===== config.mk =====
export PLATFORM = sky130hd
export DESIGN_NAME = pitb_div_cell
export DESIGN_NICKNAME = d
export VERILOG_FILES = /design/src/rtl/pitb_pkg.sv /design/src/rtl/pitb_div_cell.sv
export SDC_FILE = /design/constraint.sdc
export NUM_CORES = 1
export LEC_CHECK = 0
export BUFFER_PORTS_ARGS = -buffer_cell sky130_fd_sc_hd__buf_2
export CAP_MARGIN = 20
export CELL_PAD_IN_SITES_DETAIL_PLACEMENT = 0
export CELL_PAD_IN_SITES_GLOBAL_PLACEMENT = 1
export CORE_UTILIZATION = 28
export DETAILED_ROUTE_END_ITERATION = 10
export GPL_TIMING_DRIVEN = 0
export PLACE_DENSITY = 0.65
export SLEW_MARGIN = 15
export SYNTH_ARGS = -nofsm -noshare
export SYNTH_HDL_FRONTEND = slang
export SYNTH_SLANG_ARGS = --single-unit
export TNS_END_PERCENT = 1

===== constraint.sdc =====
create_clock -name i_clk -period 3.4 [get_ports i_clk]
set_clock_uncertainty 0.05 [all_clocks]
set_input_delay 0.68 -clock i_clk [delete_from_list [all_inputs] [get_ports i_clk]]
set_output_delay 0.68 -clock i_clk [all_outputs]
set_load 0.01 [all_outputs]

===== src/rtl/pitb_pkg.sv =====
// shared types and codes for the barycentric point-in-triangle core
// no dependencies
`timescale 1ns / 1ps

package pitb_pkg;

    typedef enum logic [2:0] {
        REG_A_X = 3'd0,
        REG_A_Y = 3'd1,
        REG_B_X = 3'd2,
        REG_B_Y = 3'd3,
        REG_C_X = 3'd4,
        REG_C_Y = 3'd5
    } t_reg_idx;

    localparam int unsigned CFG_ADDR_WIDTH = 3;

    // flags that travel with a point through the divider chain
    typedef struct packed {
        logic box;
        logic degen;
        logic neg_b;
        logic neg_c;
        logic sat_b;
        logic sat_c;
    } t_side;

endpackage


===== src/rtl/pitb_div_cell.sv =====
// one restoring division cell: one quotient bit for each of the two weights
// depends on pitb_pkg
`timescale 1ns / 1ps

module pitb_div_cell import pitb_pkg::*; #(
    parameter int MW = 34,
    parameter int RW = MW + 4,
    parameter int QW = 21
) (
    input  logic          i_clk,
    input  logic          i_rst_n,
    input  logic          i_en,
    input  logic          i_valid,
    input  t_side         i_side,
    input  logic [MW-1:0] i_d,
    input  logic [RW-1:0] i_rb,
    input  logic [RW-1:0] i_rc,
    input  logic [QW-1:0] i_qb,
    input  logic [QW-1:0] i_qc,
    output logic          o_valid,
    output t_side         o_side,
    output logic [MW-1:0] o_d,
    output logic [RW-1:0] o_rb,
    output logic [RW-1:0] o_rc,
    output logic [QW-1:0] o_qb,
    output logic [QW-1:0] o_qc
);
    logic [RW:0]   tb, tc;
    logic [RW-1:0] nb, nc;
    logic          r_valid;
    t_side         r_side;
    logic [MW-1:0] r_d;
    logic [RW-1:0] r_rb, r_rc;
    logic [QW-1:0] r_qb, r_qc;

    // compare against eight times the divisor, then shift the remainder
    always_comb begin
        tb = {1'b0, i_rb} - {2'b00, i_d, 3'b000};
        tc = {1'b0, i_rc} - {2'b00, i_d, 3'b000};
        nb = tb[RW] ? i_rb : tb[RW-1:0];
        nc = tc[RW] ? i_rc : tc[RW-1:0];
    end

    always_ff @(posedge i_clk) begin
        if (!i_rst_n) begin
            r_valid <= 1'b0;
        end else if (i_en) begin
            r_valid <= i_valid;
        end
    end

    always_ff @(posedge i_clk) begin
        if (i_en) begin
            r_side <= i_side;
            r_d    <= i_d;
            r_rb   <= {nb[RW-2:0], 1'b0};
            r_rc   <= {nc[RW-2:0], 1'b0};
            r_qb   <= {i_qb[QW-2:0], ~tb[RW]};
            r_qc   <= {i_qc[QW-2:0], ~tc[RW]};
        end
    end

    assign o_valid = r_valid;
    assign o_side  = r_side;
    assign o_d     = r_d;
    assign o_rb    = r_rb;
    assign o_rc    = r_rc;
    assign o_qb    = r_qb;
    assign o_qc    = r_qc;
endmodule


==> flow_metrics.py, run 1 <==
metrics = {
    "status": {
        "outcome": "finished, final reports clean",
    },
    "synthesis": {
        "yosysTopAreaCell": "edfxtp_1",
        "yosysWarnings": 0,
        "ys_top_cells_by_area": "edfxtp_1 (51%), ha_1 (9.3%), mux2_4 (4.6%), a21oi_1 (3.9%), xnor2_1 (3.6%)",
        "synth.distinct_cells": 67,
        "ys.flop_type": "edfxtp_1",
        "synth-seq-cells": 157,
        "syn_area_um2": 9140,
        "synth_edf_count": 156,
        "syn_inst": 753,
        "synthArstFlopShare": 0,
        "seq_area_frac_synth": 0.515,
        "synth_top_area_share": 0.513,
        "avgSynthCellArea_um2": 12.1,
    },
    "setup_path": {
        "path_cells": "buf_2 > inv_2 > ha_1 > nor2b_1 > o31ai_4 > buf_4 > a211oi_2 > o211ai_1 > a31o_2 > a31oi_1 > a221oi_1 > xnor2_1 > mux2_4",
        "critical_path_buf_inv_count": 3,
        "crit_path_start_kind": "primary input",
        "rr_worst_depth": 2,
        "r2r_start": "o_valid$_SDFFE_PN0P_",
        "crit_type": "primary input to flip-flop",
        "cp_max_fo": 4,
        "crit_path_max_incr_delay_ns": 0.41,
        "crit_required_ns": 3.54,
        "ff2ff_setup_slack_ns": 2.72,
        "crit_arrival_ns": 3.50,
        "path_delay_family": "compound AO/OA/AOI/OAI gates",
        "end_kind": "flip-flop",
        "worstReg2RegEnd": "o_valid$_SDFFE_PN0P_",
        "cp_slowest_cell": "a221oi_1",
    },
    "floorplan": {
        "core-area_um2": 31800,
        "dieArea_um2": 33400,
        "start_util": 0.287,
        "fp.dieW_um": 183,
        "rows": 65,
        "num_io_pins": 321,
        "die_y_um": 183,
    },
    "sta": {
        "setup_ws_ns": 0.0353,
        "fmax_mhz": 297,
        "slew_headroom": 0.630,
        "fin_crit_ns": 3.36,
        "rsz0062_at_grt": "yes",
        "fin_tns_setup_ns": 0,
        "hold_viol_final": 0,
        "whs_ns": 0.371,
        "drv_slew": 0,
        "final.period_utilization": 0.990,
        "final-setup-viol-count": 0,
        "tightest_slew_ns": 0.555,
    },
    "route": {
        "drt-wirelength-per-cell_um": 17.9,
        "drc": 0,
        "drt_wl_total_mm": 27.7,
        "vias": 7195,
        "vias_per_cell": 4.66,
        "first_pass_iters": 4,
        "drtIter0Drc": 281,
        "antenna_left": 0,
    },
    "placed_design": {
        "dp_worst_setup_slack_ns": -1.10,
        "gp_congestion": 0.829,
        "io_buffer_count": 316,
        "hpwl_mm": 21.8,
    },
    "power": {
        "p_leak_nw": 5.42,
        "vdd_ir_drop_max_uv": 341,
        "power.total_mw": 6.02,
        "cellPowerDensity_nw_per_um2": 492,
    },
    "layout": {
        "nets": 1326,
        "final_cell_mix": "buf_2 (315), edfxtp_1 (156), ha_1 (65)",
        "seq_area_um2": 4700,
        "syn_to_final_growth_pct": 33.9,
        "nFillCells": 3213,
        "layout-drive-gt1-share": 0.409,
        "multi_input_area_um2": 4380,
        "layout_commonest_cell": "buf_2",
    },
    "worst_hold_path": {
        "min_from": "i_side[3]",
        "hp-class": "primary input to flip-flop",
        "min_to": "o_side[3]$_DFFE_PP_",
        "min_path_cells": 1,
    },
    "clock_network": {
        "cts_tree": "yes",
        "htreeDepth": 4,
        "numCtsBuffers": 17,
        "clock-root-buffer": "clkbuf_16",
        "clkTransAtPathRegs_ns": 0.07,
        "cts_buffer_depth": 2,
        "insertion_delay_ns": 0.43,
        "clock-sinks": 157,
    },
    "global_route": {
        "antenna_found_initial": 7,
        "grt_pass1_wl_mm": 40.4,
        "first_global_vias": 7052,
        "overflow": 0,
        "grt_max_degree": 98,
        "grt.total_usage": 0.163,
    },
    "run": {
        "maxCapViolCount": 0,
    },
}
## worst max-delay path by stage
stage | depth (start not counted) | start | endpoint | slack, ns
after floorplan | 13 | i_rc[3] | o_rc[34]$_DFFE_PP_ | 0.08
after global placement | 13 | i_d[1] | o_rb[36]$_DFFE_PP_ | -1.08
after detailed placement | 13 | i_d[1] | o_rb[36]$_DFFE_PP_ | -1.10
after CTS | 13 | i_d[0] | o_rb[36]$_DFFE_PP_ | -0.07
after global routing | 15 | i_rc[3] | o_rc[34]$_DFFE_PP_ | -0.02
final | 13 | i_d[1] | o_rb[33]$_DFFE_PP_ | 0.04
## per-layer routing
| layer | share of wire | wire length [µm] | global-route usage |
|---|---|---|---|
| met4 | 0.013 | 368 | 0.0491 |
| met2 | 0.48 | 13200 | 0.274 |
| met1 | 0.43 | 12000 | 0.197 |
| met5 | 0.0029 | 80 | 0 |
| met3 | 0.075 | 2060 | 0.0531 |
## cells in the mapped netlist, drive strengths merged, types with 3 or more instances
master    n
ha       68
mux2     42
edfxtp  156
nand3    11
o31ai     4
and2      4
and3      5
nor2     50
xor2     23
buf      11
o211ai    8
nand4     6
a21oi    72
a221oi    4
inv      52
xnor2    38
a311oi    3
nand2b    6
a31oi     9
nand2    35
o21bai   11
a211oi    6
nor2b     7
o21ai    28
clkbuf    7
o21a      9
and4      4
a21o     36
nor3      5
## registers in the layout (all words and copies together) (netlist names)
name     cells
o_valid      1
o_rc        37
o_d         34
o_qc        21
o_qb        21
o_rb        37
o_side       6
## through the flow
step | util | area [µm²] | std cells
after floorplan | - | 9140 | 754
after global placement | 0.354 | 11300 | 1505
after detailed placement | 0.356 | 11300 | 1506
after CTS | 0.379 | 12100 | 1541
after global routing | 0.385 | 12200 | 1542
final | 0.385 | 12200 | 1543
## power breakdown
group | switching (mW) | total [mW] | internal (mW) | leakage [nW]
clock network | 0.825 | 1.97 | 1.15 | 0.300
logic | 0.864 | 1.59 | 0.728 | 3.59
registers | 0.0505 | 2.46 | 2.41 | 1.54
total | 1.74 | 6.02 | 4.28 | 5.42
## area by class of cell
class | count | area share
clock buffers | 20 | 0.0381
plain buffers | 15 | 0.0112
multi-input cells | 527 | 0.358
clock inverters | 12 | 0.0111
inverters | 52 | 0.0159
well taps | 435 | 0.0445
diodes | 1 | 0.000204
flip-flops and latches | 157 | 0.384
repair buffers | 324 | 0.137
## kinds of logic after synthesis
group,count (synthesis),share of synthesized area
flip-flops,157,0.515
other,1,0.000410
buffers and inverters,70,0.0334
multiplexers,44,0.0654
AO/OA/AOI/OAI,213,0.160
adder cells (fa/ha/maj),70,0.0975
XOR/XNOR,61,0.0585
AND/OR/NAND/NOR,137,0.0704
## timing repair
action                                 4_1_cts  5_1_grt
pin swaps                                    9        8
gates cloned                                 0        1
hold buffers                                 0        0
endpoints found under the hold margin        0        0
setup buffers                                4        2
gates resized for setup                     24       34
setup endpoints to repair                   59       64
(Power assumes the default switching activity.)
==> inputs of run 2 (changes only) <==
--- a/config.mk
+++ b/config.mk
@@ -9,10 +9,10 @@
 export CAP_MARGIN = 20
 export CELL_PAD_IN_SITES_DETAIL_PLACEMENT = 0
 export CELL_PAD_IN_SITES_GLOBAL_PLACEMENT = 1
-export CORE_UTILIZATION = 28
+export CORE_UTILIZATION = 30
 export DETAILED_ROUTE_END_ITERATION = 10
 export GPL_TIMING_DRIVEN = 0
-export PLACE_DENSITY = 0.65
+export PLACE_DENSITY = 0.69
 export SLEW_MARGIN = 15
 export SYNTH_ARGS = -nofsm -noshare
 export SYNTH_HDL_FRONTEND = slang
==> run 2 against run 1 <==
  * Critical path depth is 1 lower
  * Sequential cell count stayed put
  * Sequential power hardly changed
  * Clock power is 7% higher
  * Wire length is 0.71% higher
  * First-iteration DRC count is 32% higher
  * Hold slack worse by 0.0012 ns
  * Global-route usage is 1.1 points higher
  * Fmax is 0.38% lower
  * Final cell count is 2.3% lower
==> flow_metrics.py, run 2 (synthesis results as in run 1) <==
metrics = {
    "status": {
        "outcome": "finished, final reports clean",
    },
    "clock_network": {
        "clkTransAtPathRegs_ns": 0.07,
        "clock-root-buffer": "clkbuf_16",
        "cts_buffer_depth": 2,
        "cts_tree": "yes",
        "insertion_delay_ns": 0.43,
        "htreeDepth": 4,
        "numCtsBuffers": 17,
        "cts_hold_buf": 0,
        "clock-sinks": 157,
    },
    "sta": {
        "fin_crit_ns": 3.38,
        "fin_tns_setup_ns": 0,
        "fmax_mhz": 296,
        "drv_slew": 0,
        "final.period_utilization": 0.993,
        "rsz0062_at_grt": "yes",
        "hold_viol_final": 0,
        "tightest_slew_ns": 0.586,
        "setup_ws_ns": 0.0225,
        "whs_ns": 0.370,
        "slew_headroom": 0.606,
        "final-setup-viol-count": 0,
    },
    "setup_path": {
        "end_kind": "flip-flop",
        "cp_max_fo": 8,
        "crit_required_ns": 3.54,
        "rr_worst_depth": 2,
        "crit_path_start_kind": "primary input",
        "crit_type": "primary input to flip-flop",
        "crit_arrival_ns": 3.51,
    },
    "power": {
        "cellPowerDensity_nw_per_um2": 501,
        "vdd_ir_drop_max_uv": 274,
        "p_leak_nw": 5.48,
    },
    "route": {
        "antenna_left": 0,
        "drt-wirelength-per-cell_um": 18.5,
        "drtIter0Drc": 370,
        "drc": 0,
        "first_pass_iters": 5,
        "drt_wl_total_mm": 27.9,
        "vias": 7193,
        "vias_per_cell": 4.77,
    },
    "global_route": {
        "first_global_vias": 7068,
        "antenna_found_initial": 2,
        "grt_pass1_wl_mm": 40.4,
        "overflow": 0,
        "grt_max_degree": 91,
        "grt.total_usage": 0.174,
    },
    "placed_design": {
        "io_buffer_count": 316,
        "dp_worst_setup_slack_ns": -0.913,
        "hpwl_mm": 21.4,
        "gp_congestion": 0.817,
    },
    "floorplan": {
        "core-area_um2": 29800,
        "num_io_pins": 321,
        "rows": 63,
        "die_y_um": 177,
        "dieArea_um2": 31200,
        "start_util": 0.307,
        "fp.dieW_um": 177,
    },
    "layout": {
        "nets": 1336,
        "layout_commonest_cell": "buf_2",
        "final_cell_mix": "buf_2 (315), edfxtp_1 (156), a21oi_1 (63)",
        "syn_to_final_growth_pct": 35.1,
        "layout-drive-gt1-share": 0.425,
        "diodes": 0,
    },
    "worst_hold_path": {
        "min_path_cells": 1,
        "hp-class": "primary input to flip-flop",
    },
    "run": {
        "maxCapViolCount": 0,
    },
}
run 2: cell count changes in the layout (fill, tap and decap cells not counted), sizes merged:
| cell | delta |
|---|---|
| bufinv | +1 |
| diode | -1 |
| inv | +6 |
| clkinv | -5 |
| buf | +10 |
| clkbuf | -2 |
run 2: through the flow:
stage | area (µm²) | util | power [mW] | std cells
floorplan | 9140 | - | 3.44 | 754
global placement | 11200 | 0.376 | 4.01 | 1460
detailed placement | 11200 | 0.378 | 4.02 | 1461
CTS | 12000 | 0.403 | 6.18 | 1496
global route | 12300 | 0.414 | 6.48 | 1507
finish | 12300 | 0.414 | 6.18 | 1507
run 2: final timing paths:
check / start / end / slack (ns)
worst min-delay path: i_qb[1] / o_qb[2]$_DFFE_PP_ / 0.37
worst min register to register: o_valid$_SDFFE_PN0P_ / o_valid$_SDFFE_PN0P_ / 0.49
worst max register to register: o_valid$_SDFFE_PN0P_ / o_valid$_SDFFE_PN0P_ / 2.75
worst max-delay path: i_d[6] / o_rb[9]$_DFFE_PP_ / 0.02
run 2: critical path, cell delays in order:
cell       delay, ns
buf_2           0.11
inv_4           0.05
ha_4            0.26
a2111oi_4       0.45
a211oi_2        0.17
a211o_4         0.38
a311oi_4        0.35
nor2b_2         0.09
o21ai_2         0.21
nand2_4         0.20
clkbuf_16       0.24
mux2_4          0.29
run 2: area by class of cell:
| type | count | area [µm²] |
|---|---|---|
| clock inverters | 14 | 195 |
| plain buffers | 14 | 144 |
| clock buffers | 18 | 429 |
| multi-input cells | 527 | 4410 |
| repair buffers | 335 | 1770 |
| flip-flops and latches | 157 | 4700 |
| inverters | 52 | 200 |
| well taps | 390 | 488 |
| fillers | 2896 | 17400 |
run 2: what timing repair did:
item / 4_1_cts / 5_1_grt
setup buffers: 3 / 14
pin swaps: 9 / 23
gates cloned: 0 / 1
gates resized for setup: 24 / 51
setup endpoints to repair: 56 / 62
run 2: per-layer routing:
metal / vias to the layer above / wire length [µm] / global-route usage / share of wire
li1: 3544 / - / - / -
met1: 3402 / 12100 / 0.214 / 0.44
met2: 229 / 13600 / 0.298 / 0.49
met3: 14 / 1930 / 0.0484 / 0.069
met4: 4 / 194 / 0.0409 / 0.0070
met5: - / 23 / 0 / 0.00083
run 2: power by group:
part / internal, mW / total [mW] / switching (mW)
Clock: 1.19 / 2.10 / 0.915
Sequential: 2.41 / 2.46 / 0.0524
Combinational: 0.751 / 1.62 / 0.871
Total: 4.35 / 6.18 / 1.84
==> inputs of run 3 (changes only) <==
--- a/config.mk
+++ b/config.mk
@@ -8,11 +8,11 @@
 export BUFFER_PORTS_ARGS = -buffer_cell sky130_fd_sc_hd__buf_2
 export CAP_MARGIN = 20
 export CELL_PAD_IN_SITES_DETAIL_PLACEMENT = 0
-export CELL_PAD_IN_SITES_GLOBAL_PLACEMENT = 1
-export CORE_UTILIZATION = 30
+export CELL_PAD_IN_SITES_GLOBAL_PLACEMENT = 2
+export CORE_UTILIZATION = 29
 export DETAILED_ROUTE_END_ITERATION = 10
 export GPL_TIMING_DRIVEN = 0
-export PLACE_DENSITY = 0.69
+export PLACE_DENSITY = 0.81
 export SLEW_MARGIN = 15
 export SYNTH_ARGS = -nofsm -noshare
 export SYNTH_HDL_FRONTEND = slang
==> run 3 against run 2 <==
  * The flow now finishes with violations (DRC)
  * Hold slack got worse by 0.022 ns
  * Design area decreased by 1.7%
  * Fmax increased by 2.3%
  * Sequential cell count unchanged
  * Power decreased by 3.7%
  * Combinational power decreased by 3%
  * Critical path depth increased by 2
  * Via count decreased by 1.3%
  * Final cell count unchanged
  * Global-route usage decreased by 0.53 points
  * Largest cell class unchanged
==> flow_metrics.py, run 3 (synthesis results as in run 1) <==
metrics = {
    "status": {
        "outcome": "finished with violations",
        "violations": "DRC",
    },
    "sta": {
        "fmax_mhz": 303,
        "final.period_utilization": 0.971,
        "rsz0062_at_grt": "yes",
        "final-setup-viol-count": 0,
        "drv_slew": 0,
        "tightest_slew_ns": 0.674,
        "fin_crit_ns": 3.30,
        "hold_viol_final": 0,
        "slew_headroom": 0.550,
    },
    "route": {
        "antenna_left": 0,
        "drt_wl_total_mm": 27.2,
        "first_pass_iters": 8,
        "vias": 7100,
        "drc": 28,
        "vias_per_cell": 4.71,
        "drt-wirelength-per-cell_um": 18.0,
        "drtIter0Drc": 323,
    },
    "layout": {
        "layout-drive-gt1-share": 0.408,
        "final_cell_mix": "buf_2 (316), edfxtp_1 (156), a21oi_1 (65)",
        "final_cell_area_um2": 12100,
        "layout_commonest_cell": "buf_2",
        "syn_to_final_growth_pct": 32.8,
        "nFillCells": 3058,
        "nets": 1328,
    },
    "clock_network": {
        "numCtsBuffers": 17,
        "cts_buffer_depth": 2,
        "clkTransAtPathRegs_ns": 0.07,
        "cts_tree": "yes",
        "htreeDepth": 4,
        "clock-sinks": 157,
        "insertion_delay_ns": 0.45,
        "cts_hold_buf": 0,
        "clock-root-buffer": "clkbuf_16",
    },
    "global_route": {
        "overflow": 0,
        "antenna_found_initial": 6,
        "grt_max_degree": 88,
        "first_global_vias": 7148,
        "grt.total_usage": 0.168,
        "grt_pass1_wl_mm": 40.7,
    },
    "floorplan": {
        "rows": 64,
        "num_io_pins": 321,
        "start_util": 0.296,
        "dieArea_um2": 32200,
        "core-area_um2": 30800,
        "die_y_um": 180,
        "fp.dieW_um": 180,
    },
    "setup_path": {
        "crit_arrival_ns": 3.46,
        "rr_worst_depth": 2,
        "crit_type": "primary input to flip-flop",
        "end_kind": "flip-flop",
        "crit_required_ns": 3.56,
        "crit_path_max_incr_delay_ns": 0.37,
        "cp_slowest_cell": "fa_2",
        "ff2ff_setup_slack_ns": 2.76,
        "cp_max_fo": 4,
        "worstReg2RegEnd": "o_valid$_SDFFE_PN0P_",
        "path_common_cell": "inv_1",
        "crit_path_start_kind": "primary input",
        "path_cells": "buf_2 > inv_1 > ha_2 > inv_1 > fa_2 > a211o_1 > o211ai_1 > a211oi_4 > o22ai_4 > o311ai_4 > a221o_1 > a21oi_2 > xnor2_1 > mux2_4",
        "r2r_start": "o_valid$_SDFFE_PN0P_",
    },
    "placed_design": {
        "gp_congestion": 0.819,
        "io_buffer_count": 316,
        "hpwl_mm": 21.3,
        "place_area_um2": 11300,
    },
    "worst_hold_path": {
        "hp-class": "primary input to flip-flop",
        "min_to": "o_rc[1]$_DFFE_PP_",
        "min_from": "i_rc[0]",
        "min_path_cells": 1,
    },
    "run": {
        "maxCapViolCount": 0,
    },
    "power": {
        "power.total_mw": 5.95,
        "cellPowerDensity_nw_per_um2": 491,
        "p_leak_nw": 5.39,
        "vdd_ir_drop_max_uv": 324,
    },
}
run 3: cell count changes in the layout (fill, tap and decap cells not counted), sizes merged:
| cell | delta |
|---|---|
| inv | +2 |
| clkinv | +2 |
| diode | +2 |
| bufinv | -3 |
| buf | -9 |
run 3: how the worst max path moves through the flow:
stage                  from                  to  slack, ns  depth (start not counted)
detailed placement   i_d[1]  o_rb[33]$_DFFE_PP_      -1.25                         13
CTS                 i_d[16]  o_rb[19]$_DFFE_PP_     -0.007                         13
global placement     i_d[1]  o_rb[19]$_DFFE_PP_      -1.23                         13
finish              i_rb[3]  o_rb[34]$_DFFE_PP_        0.1                         14
global route        i_rb[3]  o_rb[34]$_DFFE_PP_      -0.02                         14
floorplan           i_rc[3]  o_rc[34]$_DFFE_PP_       0.08                         13
run 3: metal layers:
metal / wire length (µm) / share of wire / vias to the layer above / track usage
li1: - / - / 3524 / -
met1: 11600 / 0.43 / 3346 / 0.202
met2: 13200 / 0.49 / 190 / 0.288
met3: 1900 / 0.070 / 32 / 0.0521
met4: 380 / 0.014 / 8 / 0.0517
met5: 55 / 0.0020 / - / 0
run 3: final cells by class:
type / count / area, µm² / share of cell area
Sequential cell: 157 / 4700 / 0.388
Antenna cell: 2 / 5.00 / 0.000412
Timing Repair Buffer: 324 / 1680 / 0.138
Inverter: 52 / 198 / 0.0163
Clock inverter: 15 / 165 / 0.0136
Clock buffer: 17 / 425 / 0.0351
Buffer: 17 / 129 / 0.0106
Multi-Input combinational cell: 527 / 4340 / 0.357
Tap cell: 396 / 495 / 0.0408
run 3: where the power goes:
| group | internal [mW] | total [mW] | switching (mW) |
|---|---|---|---|
| clock | 0.989 | 1.93 | 0.939 |
| combinational | 0.718 | 1.57 | 0.851 |
| sequential | 2.41 | 2.46 | 0.0521 |
| total | 4.11 | 5.95 | 1.84 |
run 3: what timing repair did:
action / CTS / global route
endpoints found under the hold margin: 0 / 0
cloned: 0 / 1
resized for setup: 34 / 18
endpoints found under the setup margin: 57 / 66
pin swaps: 12 / 7
setup buffers: 3 / 3
run 3: critical path, delay by kind of cell:
| family | cells | cell delay (ns) |
|---|---|---|
| compound gates | 7 | 1.63 |
| fa+ha+maj | 2 | 0.58 |
| mux | 1 | 0.25 |
| buf+inv | 3 | 0.22 |
| xor+xnor | 1 | 0.08 |
run 3: stage by stage:
stage	worst slack (ns)	cells	hold slack (ns)	setup TNS, ns	util
2_1_floorplan	0.0767	754	0.488	0	-
3_3_place_gp	-1.23	1466	0.442	-135.21	0.364
3_5_place_dp	-1.25	1467	0.457	-60.67	0.365
4_1_cts	-0.00650	1501	0.319	-0.00650	0.390
5_1_grt	-0.0193	1507	0.317	-0.0252	0.394
6_report	0.0978	1507	0.348	0	0.394
