$ cat src/rtl/pitb_pkg.sv
// shared types and codes for the barycentric point-in-triangle core
// no dependencies
`timescale 1ns / 1ps

package pitb_pkg;

    typedef enum logic [2:0] {
        REG_A_X = 3'd0,
        REG_A_Y = 3'd1,
        REG_B_X = 3'd2,
        REG_B_Y = 3'd3,
        REG_C_X = 3'd4,
        REG_C_Y = 3'd5
    } t_reg_idx;

    localparam int unsigned CFG_ADDR_WIDTH = 3;

    // flags that travel with a point through the divider chain
    typedef struct packed {
        logic box;
        logic degen;
        logic neg_b;
        logic neg_c;
        logic sat_b;
        logic sat_c;
    } t_side;

endpackage

$ cat src/rtl/pitb_result_if.sv
// result channel: valid, ready, three weights and flags
// no dependencies
`timescale 1ns / 1ps

interface pitb_result_if #(
    parameter int WEIGHT_WIDTH = 20
);
    logic                           valid;
    logic                           ready;
    logic signed [WEIGHT_WIDTH-1:0] weight_a;
    logic signed [WEIGHT_WIDTH-1:0] weight_b;
    logic signed [WEIGHT_WIDTH-1:0] weight_c;
    logic                           inside_res;
    logic                           in_box;
    logic                           degenerate;

    modport source (output valid, output weight_a, output weight_b, output weight_c,
                    output inside_res, output in_box, output degenerate, input ready);
    modport sink (input valid, input weight_a, input weight_b, input weight_c,
                  input inside_res, input in_box, input degenerate, output ready);
endinterface

$ cat src/rtl/pitb_finish.sv
// rounding, saturation, first weight, inside flag and output skid buffer
// depends on pitb_pkg and pitb_result_if
`timescale 1ns / 1ps

module pitb_finish import pitb_pkg::*; #(
    parameter int F  = 16,
    parameter int WW = F + 4,
    parameter int QW = F + 5
) (
    input  logic          i_clk,
    input  logic          i_rst_n,
    input  logic          i_valid,
    input  t_side         i_side,
    input  logic [QW-1:0] i_qb,
    input  logic [QW-1:0] i_qc,
    output logic          o_en,
    pitb_result_if.source o_result
);
    localparam logic signed [WW-1:0] WMAX = {1'b0, {(WW-1){1'b1}}};
    localparam logic signed [WW-1:0] WMIN = {1'b1, {(WW-1){1'b0}}};
    localparam logic [QW-1:0] LIM = QW'(1) << (F + 3);
    localparam logic signed [WW+1:0] ONE = (WW+2)'(1) << F;
    localparam logic signed [WW+1:0] SMAX = {2'b00, WMAX};
    localparam logic signed [WW+1:0] SMIN = {2'b11, WMIN};

    function automatic logic signed [WW-1:0] f_weight(input logic [QW-1:0] q,
                                                      input logic neg, input logic sat);
        logic [QW:0]   s;
        logic [QW-1:0] r;
        logic [QW-1:0] m;
        s = {1'b0, q} + (QW+1)'(1);
        r = s[QW:1];
        m = ~r + QW'(1);
        if (sat) begin
            return neg ? WMIN : WMAX;
        end else if (neg) begin
            return (r > LIM) ? WMIN : $signed(m[WW-1:0]);
        end else begin
            return (r > QW'(WMAX)) ? WMAX : $signed(r[WW-1:0]);
        end
    endfunction

    logic                 r_v1;
    t_side                r_side1;
    logic signed [WW-1:0] r_wb, r_wc;

    logic signed [WW+1:0] sum;
    logic signed [WW-1:0] wa;
    logic                 in_tri;
    logic                 push;

    logic                 r_ov, r_sv;
    logic signed [WW-1:0] r_o_wa, r_o_wb, r_o_wc, r_s_wa, r_s_wb, r_s_wc;
    logic                 r_o_in, r_o_box, r_o_dg, r_s_in, r_s_box, r_s_dg;

    assign o_en = ~r_sv;
    assign push = o_en & r_v1;

    always_ff @(posedge i_clk) begin
        if (!i_rst_n) begin
            r_v1 <= 1'b0;
        end else if (o_en) begin
            r_v1 <= i_valid;
        end
    end

    always_ff @(posedge i_clk) begin
        if (o_en) begin
            r_side1 <= i_side;
            r_wb    <= i_side.degen ? '0 : f_weight(i_qb, i_side.neg_b, i_side.sat_b);
            r_wc    <= i_side.degen ? '0 : f_weight(i_qc, i_side.neg_c, i_side.sat_c);
        end
    end

    always_comb begin
        sum = ONE - $signed({{2{r_wb[WW-1]}}, r_wb}) - $signed({{2{r_wc[WW-1]}}, r_wc});
        if (r_side1.degen) begin
            wa = '0;
        end else if (sum > SMAX) begin
            wa = WMAX;
        end else if (sum < SMIN) begin
            wa = WMIN;
        end else begin
            wa = sum[WW-1:0];
        end
        in_tri = !r_side1.degen
              && (wa >= 0) && ($signed({{2{wa[WW-1]}}, wa}) <= ONE)
              && (r_wb >= 0) && ($signed({{2{r_wb[WW-1]}}, r_wb}) <= ONE)
              && (r_wc >= 0) && ($signed({{2{r_wc[WW-1]}}, r_wc}) <= ONE);
    end

    always_ff @(posedge i_clk) begin
        if (!i_rst_n) begin
            r_ov <= 1'b0;
            r_sv <= 1'b0;
        end else if (r_ov && !o_result.ready) begin
            if (push) begin
                r_sv <= 1'b1;
            end
        end else if (r_sv) begin
            r_ov <= 1'b1;
            r_sv <= 1'b0;
        end else begin
            r_ov <= push;
        end
    end

    always_ff @(posedge i_clk) begin
        if (r_ov && !o_result.ready) begin
            if (push) begin
                r_s_wa  <= wa;
                r_s_wb  <= r_wb;
                r_s_wc  <= r_wc;
                r_s_in  <= in_tri;
                r_s_box <= r_side1.box;
                r_s_dg  <= r_side1.degen;
            end
        end else if (r_sv) begin
            r_o_wa  <= r_s_wa;
            r_o_wb  <= r_s_wb;
            r_o_wc  <= r_s_wc;
            r_o_in  <= r_s_in;
            r_o_box <= r_s_box;
            r_o_dg  <= r_s_dg;
        end else begin
            r_o_wa  <= wa;
            r_o_wb  <= r_wb;
            r_o_wc  <= r_wc;
            r_o_in  <= in_tri;
            r_o_box <= r_side1.box;
            r_o_dg  <= r_side1.degen;
        end
    end

    assign o_result.valid      = r_ov;
    assign o_result.weight_a   = r_o_wa;
    assign o_result.weight_b   = r_o_wb;
    assign o_result.weight_c   = r_o_wc;
    assign o_result.inside_res = r_o_in;
    assign o_result.in_box     = r_o_box;
    assign o_result.degenerate = r_o_dg;
endmodule

$ cat src/flat_wrapper.sv
// flat-port wrapper written by rule: the top's interface ports become plain ports
module pitb_finish_flat import pitb_pkg::*;
#(
    parameter int F  = 16,
    parameter int WW = F + 4,
    parameter int QW = F + 5
)
  (i_clk, i_rst_n, i_valid, i_side, i_qb, i_qc, o_en, o_result_valid, o_result_weight_a, o_result_weight_b, o_result_weight_c, o_result_inside_res, o_result_in_box, o_result_degenerate, o_result_ready);
  pitb_result_if o_result_i ();
  input  logic i_clk;
  input  logic i_rst_n;
  input  logic i_valid;
  input  t_side i_side;
  input  logic [QW-1:0] i_qb;
  input  logic [QW-1:0] i_qc;
  output logic o_en;
  output wire logic [$bits(o_result_i.valid)-1:0] o_result_valid;
  output wire logic [$bits(o_result_i.weight_a)-1:0] o_result_weight_a;
  output wire logic [$bits(o_result_i.weight_b)-1:0] o_result_weight_b;
  output wire logic [$bits(o_result_i.weight_c)-1:0] o_result_weight_c;
  output wire logic [$bits(o_result_i.inside_res)-1:0] o_result_inside_res;
  output wire logic [$bits(o_result_i.in_box)-1:0] o_result_in_box;
  output wire logic [$bits(o_result_i.degenerate)-1:0] o_result_degenerate;
  input wire logic [$bits(o_result_i.ready)-1:0] o_result_ready;
  assign o_result_valid = o_result_i.valid;
  assign o_result_weight_a = o_result_i.weight_a;
  assign o_result_weight_b = o_result_i.weight_b;
  assign o_result_weight_c = o_result_i.weight_c;
  assign o_result_inside_res = o_result_i.inside_res;
  assign o_result_in_box = o_result_i.in_box;
  assign o_result_degenerate = o_result_i.degenerate;
  assign o_result_i.ready = o_result_ready;
  pitb_finish #(.F(F), .WW(WW), .QW(QW)) u_core (.i_clk(i_clk), .i_rst_n(i_rst_n), .i_valid(i_valid), .i_side(i_side), .i_qb(i_qb), .i_qc(i_qc), .o_en(o_en), .o_result(o_result_i));
endmodule
$ cat config.mk
export PLATFORM = sky130hd
export DESIGN_NAME = pitb_finish_flat
export DESIGN_NICKNAME = d
export VERILOG_FILES = /design/src/rtl/pitb_pkg.sv /design/src/rtl/pitb_result_if.sv /design/src/rtl/pitb_finish.sv /design/src/flat_wrapper.sv
export SDC_FILE = /design/constraint.sdc
export NUM_CORES = 1
export LEC_CHECK = 0
export ABC_AREA = 1
export BUFFER_PORTS_ARGS = -buffer_cell sky130_fd_sc_hd__buf_2
export CAP_MARGIN = 20
export CORE_MARGIN = 2
export CORE_UTILIZATION = 30
export CTS_BUF_LIST = sky130_fd_sc_hd__clkbuf_4 sky130_fd_sc_hd__clkbuf_8 sky130_fd_sc_hd__clkbuf_16
export CTS_CLUSTER_SIZE = 24
export DETAILED_ROUTE_END_ITERATION = 16
export MAX_ROUTING_LAYER = met4
export PLACE_DENSITY_LB_ADDON = 0.1
export SLEW_MARGIN = 30
export SYNTH_ARGS = -nofsm -noshare
export SYNTH_HDL_FRONTEND = slang
export SYNTH_SLANG_ARGS = --single-unit
$ cat constraint.sdc
create_clock -name i_clk -period 8.4 [get_ports i_clk]
set_input_delay 1.68 -clock i_clk [delete_from_list [all_inputs] [get_ports i_clk]]
set_output_delay 1.68 -clock i_clk [all_outputs]
set_load 0.05 [all_outputs]
==> results of run 1 <==
[logic make-up (layout without fill, tap and decap cells)]
kind of cell	Yosys count	in the layout	share of synthesized area [%]
flip-flops	171	171	47.8
XOR/XNOR	46	46	4.06
AND/OR/NAND/NOR	615	615	25.9
adder cells (fa/ha/maj)	47	47	5.58
AO/OA/AOI/OAI	176	176	9.31
buffers and inverters	204	321	7.37
[report_power, final]
group          switching, mW  internal [mW]
Clock                  0.378          0.458
Sequential            0.0277           1.03
Combinational          0.581          0.214
[worst min path at each step]
stage                     slack [ps]  cells after the start           start          endpoint
after global placement           430                      0  u_core.r_wc[2]  u_core.r_s_wc[2]
after floorplan                  430                      0  u_core.r_wb[0]  u_core.r_s_wb[0]
after CTS                        450                      0  u_core.r_wc[8]  u_core.r_s_wc[8]
after detailed placement         430                      0  u_core.r_wc[8]  u_core.r_s_wc[8]
after global routing             460                      0  u_core.r_wc[8]  u_core.r_s_wc[8]
final                            450                      0  u_core.r_wc[8]  u_core.r_s_wc[8]
[worst register-to-register path: cells and delay by family, from the launching register on]
family	cells	cell delay (ps)
buffers and inverters	4	340
and+or+nand+nor	16	2000
DFF	1	470
adders and majority gates	3	910
AOI/OAI and AO/OA	1	140
[registers in the layout, indices dropped and copies added, names as in the netlist, 2 cells and up]
signal                    flops
u_core.o_result.weight_a     20
u_core.o_result.weight_b     20
u_core.o_result.weight_c     20
u_core.r_s_wa                20
u_core.r_s_wb                20
u_core.r_s_wc                20
u_core.r_wb                  20
u_core.r_wc                  20
u_core.r_side1                2
[synth_stat cells, drive strengths merged]
cell type  count
buf           10
inv          166
o21ai         80
dfxtp          3
o41ai          1
fa             1
o31ai          3
nor3          27
ha            46
clkinv         1
nand4         77
nand2        336
nand3b         2
nor2          93
xor2          30
a21o           2
o2111ai        1
xnor2         16
a31oi          2
o22ai          1
a22o           3
o2bb2ai        1
nor4           5
a21boi         1
a21oi         68
o211ai         3
and2           2
clkbuf        27
o21bai         9
a211oi         1
nand3         67
or2            6
edfxtp       168
[cell type report]
cell class                 count  area, um2
timing repair buffer         122        626
clock buffer                  17        425
clock inverter                15        205
sequential                   171       5110
tap                          461        577
inverter                     167        627
fill                        3777      23000
multi-input combinational    884       4790
[cells in the final DEF, fill, tap and decap left out, drive strengths merged, types with 5 or more instances in the layout]
cell type	count
a21oi	68
buf	122
clkbuf	17
clkinv	6
edfxtp	168
ha	46
inv	173
nand2	336
nand3	67
nand4	77
nor2	93
nor3	27
nor4	5
o21ai	80
o21bai	9
or2	6
xnor2	16
xor2	30
[per-layer routing]
layer | share of wire [%] | wire, um
met3 | 2.8 | 806
met5 | 0 | 0
met2 | 49 | 14300
met1 | 47 | 13800
met4 | 0.97 | 283
[stage by stage]
stage               setup WS [ps]  power [mW]  util (%)
finish                       4050        2.69      35.0
global route                 3650        2.86      35.0
CTS                          4090        2.73      35.0
detailed placement           3630        1.88      33.2
global placement             3590        1.88      33.2
floorplan                     286        1.66         -
==> PnR_summary.wiki, run 1 <==
{| class="wikitable"
! Metric !! Value
|-
| Number of instances in the synthesized netlist || 1259
|-
| Starting density of the core || 30.2%
|-
| Count of unique library cells instantiated by Yosys || 49
|-
| Top Family by Delay on Critical Path || simple AND/OR/NAND/NOR gates
|-
| Crit path buffers/inverters || 2
|-
| Power Density || 218 nW/um2
|-
| Detail Placement HPWL || 22300 um
|-
| Cell area after synthesis || 10700 um2
|-
| Largest net degree at the start of global routing || 67
|-
| Via count || 8611
|-
| Worst slew margin relative to its limit || 38.4%
|-
| Post-Route Hold Slack || 450 ps
|-
| Via density per instance || 4.69
|-
| Post-cts hold buffer count || 0
|-
| TritonRoute pass-1 iters || 5
|-
| Net count of the mapped netlist || 1358
|-
| Area of the die || 37100 um2
|-
| Via count of the first global-routing pass || 8356
|-
| TritonCTS clock tree || yes
|-
| Number of antenna violations at the first check in global routing || 0
|-
| Starting DRC count in detailed routing || 551
|-
| Area overhead of the layout relative to synthesis || 15.8%
|-
| Number of diodes || 0
|-
| Clock Root Buffer || sky130_fd_sc_hd__clkbuf_16
|-
| Launch point of the worst path || i_qb[0]
|-
| Count of placed standard cells in the final layout, fillers left out || 1837
|-
| Synth Register Bits || 171
|-
| Met2 track demand over resource || 28.2%
|-
| Main area contributors after synthesis || sky130_fd_sc_hd__edfxtp_1, sky130_fd_sc_hd__nand2_1, sky130_fd_sc_hd__inv_1
|-
| Leakage power || 5.30 nW
|-
| Grt met3 use || 2.25%
|-
| Transition time of the tightest slew-check pin || 924 ps
|-
| Type of destination of the critical path || register
|-
| Number of buffers added by the clock tree synthesis step || 17
|-
| Post-synth top area cell || sky130_fd_sc_hd__edfxtp_1
|-
| Deepest level of the CTS H-tree || 4
|-
| Boundary pin count || 117
|-
| Clock transition at the registers of the reported paths || 70 ps
|-
| Worst reg2reg startpoint || u_core.r_wc[1]
|-
| Die X-Extent || 193 um
|-
| Capturing instance or port of the critical path || u_core.r_wb[3]
|-
| I/O Buffers || 116
|-
| Clock Sinks || 171
|-
| Share of the synthesized area in the top cell type || 47.3%
|-
| Unrepaired setup endpoints after global routing || no
|-
| Sequential share of the synthesized area || 47.8%
|-
| Placement-stage cell area || 11700 um2
|-
| Number of nets still failing antenna checks after routing || 0
|-
| Routed wire length per instance || 15.8 um
|-
| Post-synthesis average cell area || 8.48 um2
|-
| Max Transition Viols Final || 0
|-
| Final estimated routing congestion in global placement || 0.837
|-
| Final worst-path cycle share || 51.7%
|-
| Proportion of layout cells with a drive suffix above 1 || 14.7%
|-
| Floorplan die height || 193 um
|-
| Number of setup buffers added after CTS || 0
|-
| First-pass GRT wire length || 46200 um
|-
| Tmin final || 4350 ps
|-
| Data required time at the worst endpoint || 8680 ps
|-
| Count of endpoints failing setup in the final report || 0
|-
| FMAX || 230 MHz
|-
| Crit-path max cell delay || 610 ps
|-
| Max-cap viol count || 0
|-
| Register-to-register setup slack || 4400 ps
|-
| Global route total overflow || 0
|-
| Core Area || 35300 um2
|-
| Number of cell rows || 69
|-
| Hold Vio Cnt, Final || 0
|-
| Cells along the critical path || buf_2 -> ha_1 -> nand2_1 -> nor2_2 -> nand2_1 -> nor2_2 -> inv_2 -> nor2_4 -> nand3_1 -> xor2_2 -> nand2_2 -> nor2_1 -> nand3_1 -> nor2_1 -> nor2_1 -> nor3_4 -> nand3_1 -> a21oi_1
|-
| Number of gates resized after CTS || 0
|-
| Clk_lat worst skew || 440 ps
|-
| GR Layer Usage met1 || 21.5%
|-
| Global router's overall resource usage || 16.7%
|-
| Syn. warnings || 0
|-
| Routed wire length || 29100 um
|-
| Number of buffers on the longest clock path || 2
|-
| Sort of element at the start of the critical path || input pin
|-
| Nets || 1462
|-
| Kind of critical path || input pin to register
|-
| Number of placed instances, taps included || 1805
|-
| Worst Clk Skew || 12.1 ps
|-
| Destination of the worst register-to-register timing path || u_core.o_result.inside_res
|-
| Top Usage Layer GRT || met2
|-
| Slowest stage cell on the critical path || sky130_fd_sc_hd__nor3_4
|-
| CP Depth || 18
|-
| Summed negative setup slack over all endpoints || 0 ps
|-
| Outcome || complete, no violations
|-
| Data arrival at the endpoint of the critical path || 4620 ps
|-
| Largest driver fanout on the critical path || 18
|-
| Total non-filler cell area in the finished layout || 12400 um2
|-
| Hold/Removal Path Class || register to register
|-
| Path depth of the worst reg2reg path || 24
|-
| Post-route DRC violation count || 0
|-
| Worst vdd rail ir drop || 0.136 mV
|}
(Power assumes the default switching activity.)
==> inputs of run 2 (changes only) <==
- clock period: 8.4 -> 4 ns (I/O delays scaled with it)
==> PnR_summary.wiki, run 2 (synthesized netlist as in run 1, its figures left out) <==
{| class="wikitable"
! Metric !! Value
|-
| Detail Placement HPWL || 22500 um
|-
| Worst setup slack after placement || 136 ps
|-
| Clock Root Buffer || sky130_fd_sc_hd__clkbuf_16
|-
| Number of cell rows || 69
|-
| Tmin final || 3620 ps
|-
| Data arrival at the endpoint of the critical path || 3790 ps
|-
| Via count of the first global-routing pass || 8328
|-
| Count of endpoints failing setup in the final report || 0
|-
| Largest net degree at the start of global routing || 85
|-
| FMAX || 276 MHz
|-
| Hold path startpoint || u_core.r_wb[14]
|-
| Path depth of the worst reg2reg path || 22
|-
| Type of destination of the critical path || register
|-
| Die X-Extent || 193 um
|-
| Number of buffers added by the clock tree synthesis step || 17
|-
| Setup slack of the critical path after layout || 382 ps
|-
| Unrepaired setup endpoints after global routing || no
|-
| Grt met3 use || 2.18%
|-
| Area overhead of the layout relative to synthesis || 17.3%
|-
| Launch point of the worst path || u_core.r_wc[1]
|-
| Logic pwr share || 29.3%
|-
| Psw || 2.04 mW
|-
| Number of antenna violations at the first check in global routing || 0
|-
| I/O Buffers || 116
|-
| Register-to-register setup slack || 380 ps
|-
| Sw Share || 35.1%
|-
| Worst Clk Skew || 13.3 ps
|-
| Met2 track demand over resource || 27.8%
|-
| Number of buffers on the longest clock path || 2
|-
| Combined area of the multi-input logic cells || 4810 um2
|-
| TritonRoute pass-1 iters || 5
|-
| Area of the die || 37100 um2
|-
| TritonCTS clock tree || yes
|-
| Sort of element at the start of the critical path || register
|-
| Hold Vio Cnt, Final || 0
|-
| Post-route DRC violation count || 0
|-
| GR Layer Usage met1 || 21.6%
|-
| Worst reg2reg startpoint || u_core.r_wc[1]
|-
| Global router's overall resource usage || 16.7%
|-
| Final estimated routing congestion in global placement || 0.857
|-
| Floorplan die height || 193 um
|-
| Power Density || 463 nW/um2
|-
| Hold/Removal Path Class || register to register
|-
| Transition time of the tightest slew-check pin || 845 ps
|-
| Number of diodes || 0
|-
| Number of setup buffers added after CTS || 0
|-
| Final worst-path cycle share || 90.5%
|-
| Number of nets still failing antenna checks after routing || 0
|-
| Global route total overflow || 0
|-
| Via count || 8589
|-
| Register area || 5110 um2
|-
| Leakage power || 5.40 nW
|-
| Proportion of layout cells with a drive suffix above 1 || 15.6%
|-
| Worst slew margin relative to its limit || 43.6%
|-
| Internal cell power || 3.76 mW
|-
| Worst vdd rail ir drop || 0.286 mV
|-
| Via density per instance || 4.64
|-
| Core Area || 35300 um2
|-
| Max Transition Viols Final || 0
|-
| Sequential power share || 38.2%
|-
| Routed wire length per instance || 15.8 um
|-
| Number of gates resized after CTS || 0
|-
| Clock group share of total power || 32.5%
|-
| Outcome || complete, no violations
|-
| Clock Sinks || 171
|-
| Leading cell type in the layout, fill and taps excluded || sky130_fd_sc_hd__nand2_1
|-
| Data required time at the worst endpoint || 4170 ps
|-
| Top library cells by usage in the layout, fill and taps aside || sky130_fd_sc_hd__nand2_1, sky130_fd_sc_hd__edfxtp_1, sky130_fd_sc_hd__inv_1
|-
| Worst hold stages || 0
|-
| Boundary pin count || 117
|-
| Clk_lat worst skew || 440 ps
|-
| First-pass GRT wire length || 46000 um
|-
| Top Usage Layer GRT || met2
|-
| Deepest level of the CTS H-tree || 4
|-
| Filler Cells Inserted || 3751
|-
| Starting DRC count in detailed routing || 522
|-
| Max-cap viol count || 0
|-
| Nets || 1476
|-
| Clock transition at the registers of the reported paths || 70 ps
|-
| Largest driver fanout on the critical path || 12
|-
| Routed wire length || 29300 um
|-
| Starting density of the core || 30.2%
|-
| Kind of critical path || register to register
|-
| Post-cts hold buffer count || 0
|-
| Summed negative setup slack over all endpoints || 0 ps
|}
run 2: cell count changes in the layout (fill, tap and decap cells not counted), moves of 2 or more:
| cell | delta |
|---|---|
| sky130_fd_sc_hd__buf_4 | +13 |
| sky130_fd_sc_hd__bufinv_16 | +3 |
| sky130_fd_sc_hd__clkinv_8 | -3 |
| sky130_fd_sc_hd__nand2_1 | -2 |
run 2: path summary, 6_finish.rpt:
check                                to
min                   u_core.r_s_wb[14]
max reg2reg  u_core.o_result.inside_res
max          u_core.o_result.inside_res
min reg2reg           u_core.r_s_wb[14]
run 2: through the flow:
stage          area [um2]  utilization, %  instances  hold WS, ps  power (mW)
2_1_floorplan       10700               -       1259          426        3.50
6_report            12500            35.5       1851          455        5.80
3_5_place_dp        11900            33.6       1819          436        3.97
3_3_place_gp        11900            33.6       1819          432        3.98
5_1_grt             12500            35.5       1851          470        6.13
4_1_cts             12500            35.5       1851          455        5.87
run 2: critical path, stage by stage, from the launching register on:
cell and delay, ps:
sky130_fd_sc_hd__edfxtp_1 470, sky130_fd_sc_hd__ha_1 320, sky130_fd_sc_hd__inv_1 60, sky130_fd_sc_hd__ha_1 150, sky130_fd_sc_hd__inv_1 50, sky130_fd_sc_hd__fa_1 420
sky130_fd_sc_hd__inv_1 120, sky130_fd_sc_hd__nand3_1 70, sky130_fd_sc_hd__nand3_1 160, sky130_fd_sc_hd__nand3_1 130, sky130_fd_sc_hd__nand4_1 110, sky130_fd_sc_hd__nand2_1 100
sky130_fd_sc_hd__inv_1 160, sky130_fd_sc_hd__nand2_2 150, sky130_fd_sc_hd__buf_4 210, sky130_fd_sc_hd__a21oi_1 250, sky130_fd_sc_hd__nor2_1 80, sky130_fd_sc_hd__nand2_1 60
sky130_fd_sc_hd__nor2_1 40, sky130_fd_sc_hd__nand2_1 50, sky130_fd_sc_hd__nand2_1 40, sky130_fd_sc_hd__nand2_1 70, sky130_fd_sc_hd__a21oi_1 70
run 2: final cells by class:
type	instances	share of cell area, %
clock buffer	18	3.46
clock inverter	14	1.84
inverter	167	5.00
multi-input combinational	884	38.4
sequential	171	40.8
tap	461	4.60
timing repair buffer	136	5.93
run 2: power by group through the flow:
stage / Sequential, mW / Clock (mW) / Combinational, mW
global route: 2.24 / 2.00 / 1.89
detailed placement: 2.26 / 0 / 1.71
global placement: 2.26 / 0 / 1.71
CTS: 2.22 / 1.94 / 1.71
floorplan: 2.65 / 0 / 0.850
finish: 2.22 / 1.89 / 1.70
run 2: routing by layer:
layer	vias to the layer above	wire, um
met1	3925	14000
met2	134	14400
met5	-	0
li1	4516	-
met4	0	267
met3	14	663
==> inputs of run 3 (changes only) <==
- CORE_UTILIZATION: 30 -> 57
- REMOVE_ABC_BUFFERS: not set -> 1
==> PnR_summary.wiki, run 3 (synthesized netlist as in run 1, its figures left out) <==
{| class="wikitable"
! Metric !! Value
|-
| Outcome || complete, no violations
|-
| Starting DRC count in detailed routing || 507
|-
| Via density per instance || 5.39
|-
| Worst reg2reg startpoint || u_core.r_wc[1]
|-
| Area overhead of the layout relative to synthesis || 13.6%
|-
| Routed wire length || 24200 um
|-
| Deepest level of the CTS H-tree || 4
|-
| Clock transition at the registers of the reported paths || 70 ps
|-
| Placement-stage cell area || 11500 um2
|-
| Number of setup buffers added after CTS || 0
|-
| Total non-filler cell area in the finished layout || 12100 um2
|-
| Unrepaired setup endpoints after global routing || no
|-
| Clock Root Buffer || sky130_fd_sc_hd__clkbuf_16
|-
| Nets || 1467
|-
| Worst vdd rail ir drop || 0.284 mV
|-
| Global route total overflow || 0
|-
| Boundary pin count || 117
|-
| Kind of critical path || register to register
|-
| Hold worst-path end || u_core.r_s_wb[7]
|-
| Largest driver fanout on the critical path || 17
|-
| Hold/Removal Path Class || register to register
|-
| Type of destination of the critical path || register
|-
| Data required time at the worst endpoint || 4150 ps
|-
| Max Transition Viols Final || 0
|-
| Detail Placement HPWL || 18300 um
|-
| Path depth of the worst reg2reg path || 23
|-
| Via count || 8707
|-
| Final estimated routing congestion in global placement || 0.937
|-
| First-pass GRT wire length || 39400 um
|-
| Power Density || 458 nW/um2
|-
| Final worst-path cycle share || 89.0%
|-
| Worst hold stages || 0
|-
| Routed wire length per instance || 15.0 um
|-
| Number of cell rows || 50
|-
| Hold Vio Cnt, Final || 0
|-
| Via count of the first global-routing pass || 8089
|-
| Number of buffers on the longest clock path || 2
|-
| Die X-Extent || 141 um
|-
| Transition time of the tightest slew-check pin || 856 ps
|-
| FMAX || 281 MHz
|-
| Post-route DRC violation count || 0
|-
| Hold path startpoint || u_core.r_wb[7]
|-
| Floorplan die height || 141 um
|-
| I/O Buffers || 116
|-
| Number of buffers added by the clock tree synthesis step || 17
|-
| Data arrival at the endpoint of the critical path || 3710 ps
|-
| Leakage power || 5.33 nW
|-
| Global router's overall resource usage || 25.6%
|-
| Core Area || 18500 um2
|-
| Clk_lat worst skew || 430 ps
|-
| Largest net degree at the start of global routing || 116
|-
| Clock Sinks || 171
|-
| Proportion of layout cells with a drive suffix above 1 || 15.1%
|-
| Number of nets still failing antenna checks after routing || 0
|-
| Register-to-register setup slack || 440 ps
|-
| Starting density of the core || 57.6%
|-
| Count of endpoints failing setup in the final report || 0
|-
| Area of the die || 19800 um2
|-
| Number of diodes || 0
|-
| Leading cell type in the layout, fill and taps excluded || sky130_fd_sc_hd__nand2_1
|-
| Worst slew margin relative to its limit || 42.9%
|-
| Sort of element at the start of the critical path || register
|-
| Worst Clk Skew || 8.53 ps
|-
| Count of placed standard cells in the final layout, fillers left out || 1615
|-
| Top library cells by usage in the layout, fill and taps aside || sky130_fd_sc_hd__nand2_1, sky130_fd_sc_hd__edfxtp_1, sky130_fd_sc_hd__inv_1
|-
| TritonCTS clock tree || yes
|-
| Number of placed instances, taps included || 1583
|-
| Max-cap viol count || 0
|-
| Tmin final || 3560 ps
|-
| TritonRoute pass-1 iters || 5
|-
| Destination of the worst register-to-register timing path || u_core.o_result.inside_res
|-
| Number of antenna violations at the first check in global routing || 0
|}
run 3: changes by cell type in the layout (fill, tap and decap cells not counted):
cell	before	now
sky130_fd_sc_hd__buf_4	19	9
sky130_fd_sc_hd__nor3_2	2	3
sky130_fd_sc_hd__clkinvlp_4	1	2
sky130_fd_sc_hd__bufinv_16	5	3
sky130_fd_sc_hd__clkinv_2	0	1
sky130_fd_sc_hd__nor3_4	2	1
sky130_fd_sc_hd__buf_6	0	1
run 3: worst max-delay path, stage by stage (launching register included):
cell	delay, ps
sky130_fd_sc_hd__edfxtp_1	490
sky130_fd_sc_hd__ha_1	330
sky130_fd_sc_hd__inv_1	60
sky130_fd_sc_hd__ha_1	160
sky130_fd_sc_hd__inv_1	50
sky130_fd_sc_hd__fa_1	400
sky130_fd_sc_hd__inv_1	110
sky130_fd_sc_hd__nand3_1	90
sky130_fd_sc_hd__nand3_1	160
sky130_fd_sc_hd__nand2_1	130
sky130_fd_sc_hd__nand2_1	100
sky130_fd_sc_hd__nand2_1	50
sky130_fd_sc_hd__nand2_1	60
sky130_fd_sc_hd__nand2_1	80
sky130_fd_sc_hd__nand2_2	230
sky130_fd_sc_hd__nand2_1	80
sky130_fd_sc_hd__nor2_1	250
sky130_fd_sc_hd__nor2_1	110
sky130_fd_sc_hd__nand2_1	70
sky130_fd_sc_hd__nor2_1	40
sky130_fd_sc_hd__nand2_1	50
sky130_fd_sc_hd__nand2_1	50
sky130_fd_sc_hd__nand2_1	70
sky130_fd_sc_hd__a21oi_1	60
run 3: repair_timing:
| action | in CTS | in global routing |
|---|---|---|
| endpoints found under the hold margin | 0 | 0 |
| hold buffers | 0 | 0 |
| setup endpoints to repair | 0 | 2 |
| resized for setup | 0 | 3 |
run 3: per-layer routing:
| layer | vias to the layer above | share of wire [%] | track usage [%] |
|---|---|---|---|
| li1 | 4513 | - | - |
| met1 | 3972 | 44 | 31.7 |
| met2 | 201 | 51 | 44.7 |
| met3 | 21 | 3.8 | 3.33 |
| met4 | 0 | 1.4 | 6.37 |
| met5 | - | 0 | - |
run 3: cell type report:
| cell class | count | area [um2] |
|---|---|---|
| Clock inverter | 14 | 183 |
| Timing Repair Buffer | 127 | 679 |
| Multi-Input combinational cell | 884 | 4800 |
| Tap cell | 234 | 293 |
| Clock buffer | 18 | 433 |
| Inverter | 167 | 627 |
| Fill cell | 1564 | 6390 |
| Sequential cell | 171 | 5110 |
run 3: how the worst max path moves through the flow:
| stage | end | slack, ps | depth (start not counted) | startpoint |
|---|---|---|---|---|
| after floorplan | u_core.r_s_box | -3230 | 3 | o_result_ready |
| after global placement | u_core.r_wb[1] | 200 | 19 | i_qb[0] |
| after detailed placement | u_core.r_wb[1] | 180 | 19 | i_qb[0] |
| after CTS | u_core.o_result.inside_res | 230 | 24 | u_core.r_wc[1] |
| after global routing | u_core.o_result.inside_res | 60 | 23 | u_core.r_wc[1] |
| final | u_core.o_result.inside_res | 440 | 23 | u_core.r_wc[1] |
run 3: stage by stage:
| step | TNS [ps] | worst slack, ps | total power [mW] | utilization [%] | hold slack (ps) |
|---|---|---|---|---|---|
| 2_1_floorplan | -211800 | -3230 | 3.48 | - | 426 |
| 3_3_place_gp | 0 | 201 | 3.86 | 62.1 | 430 |
| 3_5_place_dp | 0 | 179 | 3.88 | 62.1 | 436 |
| 4_1_cts | 0 | 225 | 5.57 | 65.4 | 448 |
| 5_1_grt | 0 | 61.3 | 5.85 | 65.5 | 470 |
| 6_report | 0 | 439 | 5.56 | 65.5 | 449 |
run 3: where the power goes:
group	switching, mW	internal [mW]	total [mW]	leakage [nW]
clock	0.695	1.00	1.70	0.298
combinational	1.19	0.454	1.64	3.23
sequential	0.0531	2.17	2.22	1.80
